`src/rtl/core/cksb_pkg.sv`:
```
package cksb_pkg;

    localparam int MAX_RESOLUTION = 2048;

    // Field widths
    localparam int COORD_W = 11;
    localparam int SIZE_W  = 12;
    localparam int RES_W   = 12;
    localparam int BPP_W   = 3;
    localparam int COLOR_W = 24;
    localparam int OFFS_W  = 24;
    localparam int CNT_W   = $clog2(MAX_RESOLUTION);
    localparam int ORG_W   = RES_W;
    localparam int POS_W   = ORG_W + 1;

    // Stream and configuration port widths
    localparam int S_FIELDS_W = 2 * COORD_W + 2 * SIZE_W + COLOR_W;
    localparam int S_TDATA_W  = ((S_FIELDS_W + 7) / 8) * 8;
    localparam int M_FIELDS_W = OFFS_W + COLOR_W;
    localparam int M_TDATA_W  = ((M_FIELDS_W + 7) / 8) * 8;
    localparam int CFG_IDX_W  = 4;
    localparam int CFG_DATA_W = 24;

    // Register indexes
    localparam logic [CFG_IDX_W-1:0] REG_X_RES     = CFG_IDX_W'(0);
    localparam logic [CFG_IDX_W-1:0] REG_Y_RES     = CFG_IDX_W'(1);
    localparam logic [CFG_IDX_W-1:0] REG_BPP       = CFG_IDX_W'(2);
    localparam logic [CFG_IDX_W-1:0] REG_COLOR_KEY = CFG_IDX_W'(3);

    // Register reset values
    localparam logic [RES_W-1:0]   X_RES_RST     = RES_W'(1024);
    localparam logic [RES_W-1:0]   Y_RES_RST     = RES_W'(768);
    localparam logic [BPP_W-1:0]   BPP_RST       = BPP_W'(3);
    localparam logic [COLOR_W-1:0] COLOR_KEY_RST = 24'h00B140;

    typedef logic [SIZE_W-1:0] size_t;
    typedef logic [ORG_W-1:0]  org_t;

    typedef struct packed {
        logic [COLOR_W-1:0] color;
        logic               wr_en;
        logic               last;
    } pix_t;

    // Zero counts as one, oversize saturates at the maximum resolution.
    function automatic size_t clamp_size(input logic [SIZE_W-1:0] v);
        size_t r;
        r = v;
        if (v == '0) begin
            r = SIZE_W'(1);
        end else if ({1'b0, v} > (SIZE_W + 1)'(MAX_RESOLUTION)) begin
            r = SIZE_W'(MAX_RESOLUTION);
        end
        return r;
    endfunction

    // Pull the origin back so the sprite ends at the screen edge, floor at zero.
    function automatic org_t fit_origin(input logic [COORD_W-1:0] pos,
                                        input size_t size,
                                        input logic [RES_W-1:0] res);
        logic [POS_W-1:0] ext_sum;
        org_t r;
        ext_sum = POS_W'(pos) + POS_W'(size);
        r = ORG_W'(pos);
        if (ext_sum > POS_W'(res)) begin
            r = (res > RES_W'(size)) ? ORG_W'(res - RES_W'(size)) : '0;
        end
        return r;
    endfunction

endpackage

```
`src/rtl/core/color_keyed_sprite_blit.sv`:
```
// Channel  Direction  Ports                              Contents
// s_       in         s_tvalid s_tready s_tdata s_tuser  one source pixel of a sprite
// m_       out        m_tvalid m_tready m_tdata m_tuser  back-buffer write for that pixel
//                     m_tlast                            (tlast on the final pixel)
// cfg_     in         cfg_valid cfg_ready cfg_index      register writes, always ready
//                     cfg_data
//
// One pixel per cycle while m_tready is high; a pixel passes registered stages from
// the input to its result on m_ (accept/counters, row * width + column, times
// bytes per pixel). Each stage holds while the one after it is full and stalled,
// so empty stages keep taking pixels while a result waits. aresetn is synchronous,
// active low, and restores the register defaults and the reset sprite geometry.
module color_keyed_sprite_blit (
    input  logic                               aclk,
    input  logic                               aresetn,
    input  logic                               s_tvalid,
    output logic                               s_tready,
    // dest_x[10:0], dest_y[21:11], sprite_width[33:22], sprite_height[45:34],
    // source_color[69:46], zero fill above
    input  logic [cksb_pkg::S_TDATA_W-1:0]     s_tdata,
    // first_pixel[0]
    input  logic                               s_tuser,
    output logic                               m_tvalid,
    input  logic                               m_tready,
    // byte_offset[23:0], write_color[47:24]
    output logic [cksb_pkg::M_TDATA_W-1:0]     m_tdata,
    // write_enable[0]
    output logic                               m_tuser,
    output logic                               m_tlast,
    input  logic                               cfg_valid,
    output logic                               cfg_ready,
    input  logic [cksb_pkg::CFG_IDX_W-1:0]     cfg_index,
    input  logic [cksb_pkg::CFG_DATA_W-1:0]    cfg_data
);
    import cksb_pkg::*;

    // Configuration registers
    logic [RES_W-1:0]   x_res_reg;
    logic [RES_W-1:0]   y_res_reg;
    logic [BPP_W-1:0]   bpp_reg;
    logic [COLOR_W-1:0] color_key_reg;

    // Sprite geometry and raster counters
    org_t             origin_x_reg, origin_x_next;
    org_t             origin_y_reg, origin_y_next;
    logic [CNT_W-1:0] column_count_reg, column_count_next;
    logic [CNT_W-1:0] row_count_reg, row_count_next;
    size_t            held_width_reg, held_width_next;
    size_t            held_height_reg, held_height_next;

    // Input fields
    logic [COORD_W-1:0] in_dest_x, in_dest_y;
    logic [SIZE_W-1:0]  in_width, in_height;
    logic [COLOR_W-1:0] in_color;

    logic             s_accept;
    size_t            w_clamp, h_clamp;
    logic [CNT_W-1:0] cnt_x_eff, cnt_y_eff;
    logic [SIZE_W-1:0] col_inc, row_inc;
    logic             col_wrap, row_wrap;
    logic [POS_W-1:0] col_pos, row_pos;
    pix_t             pix_in;

    // Pipeline stages
    logic               st1_valid_reg, st2_valid_reg, st3_valid_reg;
    logic [POS_W-1:0]   st1_col_reg, st1_row_reg;
    pix_t               st1_pix_reg, st2_pix_reg, st3_pix_reg;
    logic [OFFS_W-1:0]  st2_lin_reg, st3_offs_reg;
    logic [OFFS_W-1:0]  lin_next, offs_next;
    logic               st1_en, st2_en, st3_en;

    assign in_dest_x = s_tdata[COORD_W-1:0];
    assign in_dest_y = s_tdata[2*COORD_W-1:COORD_W];
    assign in_width  = s_tdata[2*COORD_W+SIZE_W-1:2*COORD_W];
    assign in_height = s_tdata[2*COORD_W+2*SIZE_W-1:2*COORD_W+SIZE_W];
    assign in_color  = s_tdata[S_FIELDS_W-1:2*COORD_W+2*SIZE_W];

    assign st3_en   = !st3_valid_reg || m_tready;
    assign st2_en   = !st2_valid_reg || st3_en;
    assign st1_en   = !st1_valid_reg || st2_en;
    assign s_tready = st1_en;
    assign s_accept = s_tvalid && s_tready;

    assign cfg_ready = 1'b1;

    always_ff @(posedge aclk) begin
        if (!aresetn) begin
            x_res_reg     <= X_RES_RST;
            y_res_reg     <= Y_RES_RST;
            bpp_reg       <= BPP_RST;
            color_key_reg <= COLOR_KEY_RST;
        end else if (cfg_valid && cfg_ready) begin
            unique case (cfg_index)
                REG_X_RES:     x_res_reg     <= cfg_data[RES_W-1:0];
                REG_Y_RES:     y_res_reg     <= cfg_data[RES_W-1:0];
                REG_BPP:       bpp_reg       <= cfg_data[BPP_W-1:0];
                REG_COLOR_KEY: color_key_reg <= cfg_data[COLOR_W-1:0];
                default: ;
            endcase
        end
    end

    // A first pixel restarts the sprite with freshly fitted geometry.
    always_comb begin
        w_clamp = clamp_size(in_width);
        h_clamp = clamp_size(in_height);
        if (s_tuser) begin
            held_width_next  = w_clamp;
            held_height_next = h_clamp;
            origin_x_next    = fit_origin(in_dest_x, w_clamp, x_res_reg);
            origin_y_next    = fit_origin(in_dest_y, h_clamp, y_res_reg);
            cnt_x_eff        = '0;
            cnt_y_eff        = '0;
        end else begin
            held_width_next  = held_width_reg;
            held_height_next = held_height_reg;
            origin_x_next    = origin_x_reg;
            origin_y_next    = origin_y_reg;
            cnt_x_eff        = column_count_reg;
            cnt_y_eff        = row_count_reg;
        end

        col_pos  = POS_W'(origin_x_next) + POS_W'(cnt_x_eff);
        row_pos  = POS_W'(origin_y_next) + POS_W'(cnt_y_eff);
        col_inc  = SIZE_W'(cnt_x_eff) + SIZE_W'(1);
        row_inc  = SIZE_W'(cnt_y_eff) + SIZE_W'(1);
        col_wrap = (col_inc == held_width_next);
        row_wrap = (row_inc == held_height_next);

        // Advance the raster, wrapping back to the sprite's first pixel.
        column_count_next = col_wrap ? '0 : col_inc[CNT_W-1:0];
        if (col_wrap) begin
            row_count_next = row_wrap ? '0 : row_inc[CNT_W-1:0];
        end else begin
            row_count_next = cnt_y_eff;
        end

        pix_in.color = in_color;
        pix_in.wr_en = (in_color != color_key_reg);
        pix_in.last  = col_wrap && row_wrap;
    end

    always_ff @(posedge aclk) begin
        if (!aresetn) begin
            origin_x_reg     <= '0;
            origin_y_reg     <= '0;
            column_count_reg <= '0;
            row_count_reg    <= '0;
            held_width_reg   <= SIZE_W'(1);
            held_height_reg  <= SIZE_W'(1);
        end else if (s_accept) begin
            origin_x_reg     <= origin_x_next;
            origin_y_reg     <= origin_y_next;
            column_count_reg <= column_count_next;
            row_count_reg    <= row_count_next;
            held_width_reg   <= held_width_next;
            held_height_reg  <= held_height_next;
        end
    end

    // Offset wraps at 24 bits, so truncating each step is exact.
    assign lin_next  = OFFS_W'(st1_row_reg) * OFFS_W'(x_res_reg) + OFFS_W'(st1_col_reg);
    assign offs_next = OFFS_W'(st2_lin_reg * bpp_reg);

    always_ff @(posedge aclk) begin
        if (!aresetn) begin
            st1_valid_reg <= 1'b0;
            st2_valid_reg <= 1'b0;
            st3_valid_reg <= 1'b0;
        end else begin
            if (st1_en) begin
                st1_valid_reg <= s_accept;
            end
            if (st2_en) begin
                st2_valid_reg <= st1_valid_reg;
            end
            if (st3_en) begin
                st3_valid_reg <= st2_valid_reg;
            end
        end
    end

    always_ff @(posedge aclk) begin
        if (s_accept) begin
            st1_col_reg <= col_pos;
            st1_row_reg <= row_pos;
            st1_pix_reg <= pix_in;
        end
        if (st2_en && st1_valid_reg) begin
            st2_lin_reg <= lin_next;
            st2_pix_reg <= st1_pix_reg;
        end
        if (st3_en && st2_valid_reg) begin
            st3_offs_reg <= offs_next;
            st3_pix_reg  <= st2_pix_reg;
        end
    end

    assign m_tvalid = st3_valid_reg;
    assign m_tdata  = M_TDATA_W'({st3_pix_reg.color, st3_offs_reg});
    assign m_tuser  = st3_pix_reg.wr_en;
    assign m_tlast  = st3_pix_reg.last;

endmodule

```
`config.mk`:
```
export PLATFORM = sky130hd
export DESIGN_NAME = color_keyed_sprite_blit
export DESIGN_NICKNAME = d
export VERILOG_FILES = /design/src/rtl/core/cksb_pkg.sv /design/src/rtl/core/color_keyed_sprite_blit.sv
export SDC_FILE = /design/constraint.sdc
export NUM_CORES = 1
export LEC_CHECK = 0
export ABC_AREA = 1
export BUFFER_PORTS_ARGS = -buffer_cell sky130_fd_sc_hd__buf_2
export CORE_MARGIN = 1
export CORE_UTILIZATION = 52
export CTS_CLUSTER_SIZE = 12
export DETAILED_ROUTE_END_ITERATION = 6
export PLACE_DENSITY = 0.73
export SLEW_MARGIN = 40
export SYNTH_ARGS = -nofsm -noshare
export SYNTH_HDL_FRONTEND = slang
export SYNTH_SLANG_ARGS = --single-unit
export TNS_END_PERCENT = 100
```
`constraint.sdc`:
```
create_clock -name aclk -period 5.1 [get_ports aclk]
set_clock_uncertainty 0.2 [all_clocks]
set_input_delay 0 -clock aclk [delete_from_list [all_inputs] [get_ports aclk]]
set_output_delay 0 -clock aclk [all_outputs]
set_load 0.03 [all_outputs]
```
==> metrics.md <==
| Metric | Value |
|---|---|
| Status | finished with violations |
| Largest net degree at the start of global routing | 82 |
| Endpoints failing hold | 0 |
| Worst-Margin Slew | 0.789 ns |
| HPWL Detailed | 46400 um |
| DR iter-0 viols | 1711 |
| Final Max Slew Viols | 0 |
| Netlist Area Pre-Place | 0.0224 mm^2 |
| CTS tree | done |
| Startpoint types | register |
| Period utilisation layout | 1.04 |
| Yosys reg bits | 276 |
| Worst Setup End Kind | register |
| Final global-route overflow total | 0 |
| Minimum clock period | 5.29 ns |
| CTS Buf Count | 35 |
| Simple-gate portion of the synthesized area | 0.201 |
| CP arrival | 5.39 ns |
| Synthesized area per cell | 8.00 um^2 |
| Die Ht | 210 um |
| Syn_nets | 3244 |
| Post-route cell area | 0.0286 mm^2 |
| Maximum operating frequency | 0.189 GHz |
| N_diodes | 0 |
| Pwr dens | 277 mW/mm^2 |
| YS warnings | 0 |
| Crit path from | st1_row_reg[11] |
| # DRC | 0 |
| Routed wl met2 | 33300 um |
| DRT met1 WL | 25800 um |
| Nets | 3730 |
| Max incr delay on CP | 0.59 ns |
| HP Start | s_tdata[36] |
| First-pass GRT wire length | 106000 um |
| Worst path bufs/invs | 3 |
| Clock Path Buffers | 3 |
| Sink Count | 276 |
| RSZ-0062 raised after global routing | yes |
| Ys async rst share | 0 |
| Main combinational cell family by area after synthesis | adder cells |
| Htree depth | 2 |
| Synth Instances | 2806 |
| CP required | 5.21 ns |
| EDFF count, synth | 152 |
| # port buffers | 155 |
| Post-Synth XOR/XNOR Area | 0.0513 |
| Placed inst area | 0.0251 mm^2 |
| DR WL/cell | 17.5 um |
| Vias/cell | 5.43 |
| P_leak | 0.0142 uW |
| Area leader, netlist | edfxtp_1 |
| Top delay family on crit path | adder cells |
| Worst Path Max Fanout | 5 |
| Die area | 0.0440 mm^2 |
| Failing checks | negative setup slack |
| Row count | 75 |
| I/O pin count | 159 |
| Maximum VDD drop | 0.000260 V |
| Post-synthesis sequential area ratio | 0.314 |
| Mux contribution to synthesized area | 0 |
| Core Region | 0.0422 mm^2 |
| Worst path most repeated cell | fa_1 |
| Drt first pass iters | 6 |
| Final setup viols | 7 |
| Top layer in use | met4 |
| Synth top area share | 0.203 |
| Antenna violations before repair | 0 |
| Clk_lat worst skew | 0.58 ns |
| Min-delay worst type | in2reg |
| CTS clock-pin slew for the worst setup and hold paths | 0.06 ns |
| Critical Path Slowest Stage Cell | fa_1 |
| Vias in the first global route | 21300 |
| Initial Util | 0.532 |
| Fillers | 3191 |
| Vias | 21000 |
| Setup WS post-layout | -0.187 ns |
| Synth cell types | 54 |
| Post-route ant nets | 0 |
| WL final | 67400 um |
| Met3 Wirelength | 4420 um |
| Most common cell in the netlist | nand2_1 |
| GPL Wtd Cong | 0.944 |
| Max_slew headroom | 0.472 |
| Compound-gate portion of the synthesized area | 0.0980 |
| Die width | 210 um |
| Crit Path Class | reg2reg |
| Worst R2R Start | st1_row_reg[11] |
| Final Core Density | 0.677 |
| Worst path cell trace | nand2_1 -> inv_2 -> fa_1 -> inv_2 -> fa_1 -> fa_1 -> fa_1 -> fa_1 -> inv_1 -> ha_1 -> a21o_1 -> or2_4 -> o21bai_4 -> o21ai_4 -> a21boi_2 -> o21ai_2 -> xor2_1 |
| GRT Total Usage | 0.306 |
| Commonest cells in the netlist | nand2_1, inv_1, a21oi_1 |
| MaxCap Viol Count | 0 |
| Share of layout cells above drive strength 1 | 0.179 |
| Post-synth top flop | edfxtp_1 |
| Root buffer cell | clkbuf_16 |
| Ranking of synthesized cells by area | edfxtp_1, fa_1, dfxtp_1, nand2_1, ha_1 |
| Layout overhead on the synthesized area | 27.4% |
| Post-Synth Adder-Cell Area | 0.235 |
metal layers:
| layer | track usage | up-vias |
|---|---|---|
| li1 | - | 9925 |
| met1 | 0.351 | 9861 |
| met2 | 0.544 | 907 |
| met3 | 0.0470 | 268 |
| met4 | 0.170 | 0 |
| met5 | 0 | - |
through the flow:
step                      total power, uW  hold WS (ns)  cells  TNS (ns)  setup WS (ns)
after CTS                            7730     0.0000476   3841    -0.117        -0.0801
after global placement               4960       0.00382   3606    -0.850         -0.136
final                                7930        0.0421   3857    -0.914         -0.187
after floorplan                      4310        -0.101   2806   -0.0354        -0.0354
after global routing                 8350        0.0291   3857     -2.14         -0.309
after detailed placement             5040       0.00595   3606     -2.73         -0.307
logic make-up (layout without fill, tap and decap cells):
group                      Yosys count  in the layout
AOI/OAI and AO/OA                  411            411
buffers and inverters              587           1099
adders and majority gates          332            332
xor gates and xnor gates           129            129
DFF                                276            276
other                                1              1
and+or+nand+nor                   1070           1070
where the power goes:
group | switching (uW) | internal [uW] | total [uW]
registers | 93.8 | 2580 | 2670
clock network | 1080 | 1460 | 2550
logic | 1570 | 1150 | 2710
total | 2740 | 5190 | 7930
worst paths after layout:
| check | end | slack (ns) | cells after the start |
|---|---|---|---|
| setup reg to reg | st2_lin_reg[23] | -0.19 | 17 |
| setup / recovery | st2_lin_reg[23] | -0.19 | 17 |
| hold reg to reg | m_tdata[26] | 0.22 | 0 |
| hold / removal | held_height_reg[2] | 0.04 | 7 |
layout by cell type, fill, tap and decap left out, types with 26 or more instances in the layout:
master,n
nand2_2,26
dfxtp_1,118
nor2_1,190
nand3_1,130
nand2_1,616
buf_4,207
ha_1,165
a21oi_1,192
xor2_1,82
edfxtp_1,152
o21ai_0,129
fa_1,141
xnor2_1,41
buf_2,155
dlygate4sd3_1,164
inv_1,474
clkbuf_16,35
what timing repair did:
action                     in CTS  in global routing
setup endpoints to repair       5                 21
setup buffers                   9                 16
pin swaps                      40                 43
gates resized for setup        44                 87
hold buffers                  164                  0
hold endpoints to repair      150                  0
final cells by class:
cell class / instances / area, um^2 / share of cell area
Multi-Input combinational cell: 1943 / 13700 / 0.480
Inverter: 498 / 1880 / 0.0656
Clock inverter: 19 / 246 / 0.00862
Clock buffer: 44 / 920 / 0.0322
Timing Repair Buffer: 538 / 4110 / 0.144
Tap cell: 539 / 674 / 0.0236
Sequential cell: 276 / 7050 / 0.247
worst min-delay path: stages:
cell and delay, ns:
buf_2 0.11, buf_4 0.12, nand2_1 0.12, buf_4 0.15, o21ai_0 0.12, nand2_1 0.09, a21oi_1 0.06
No activity file was read; power rests on OpenSTA's default activity.
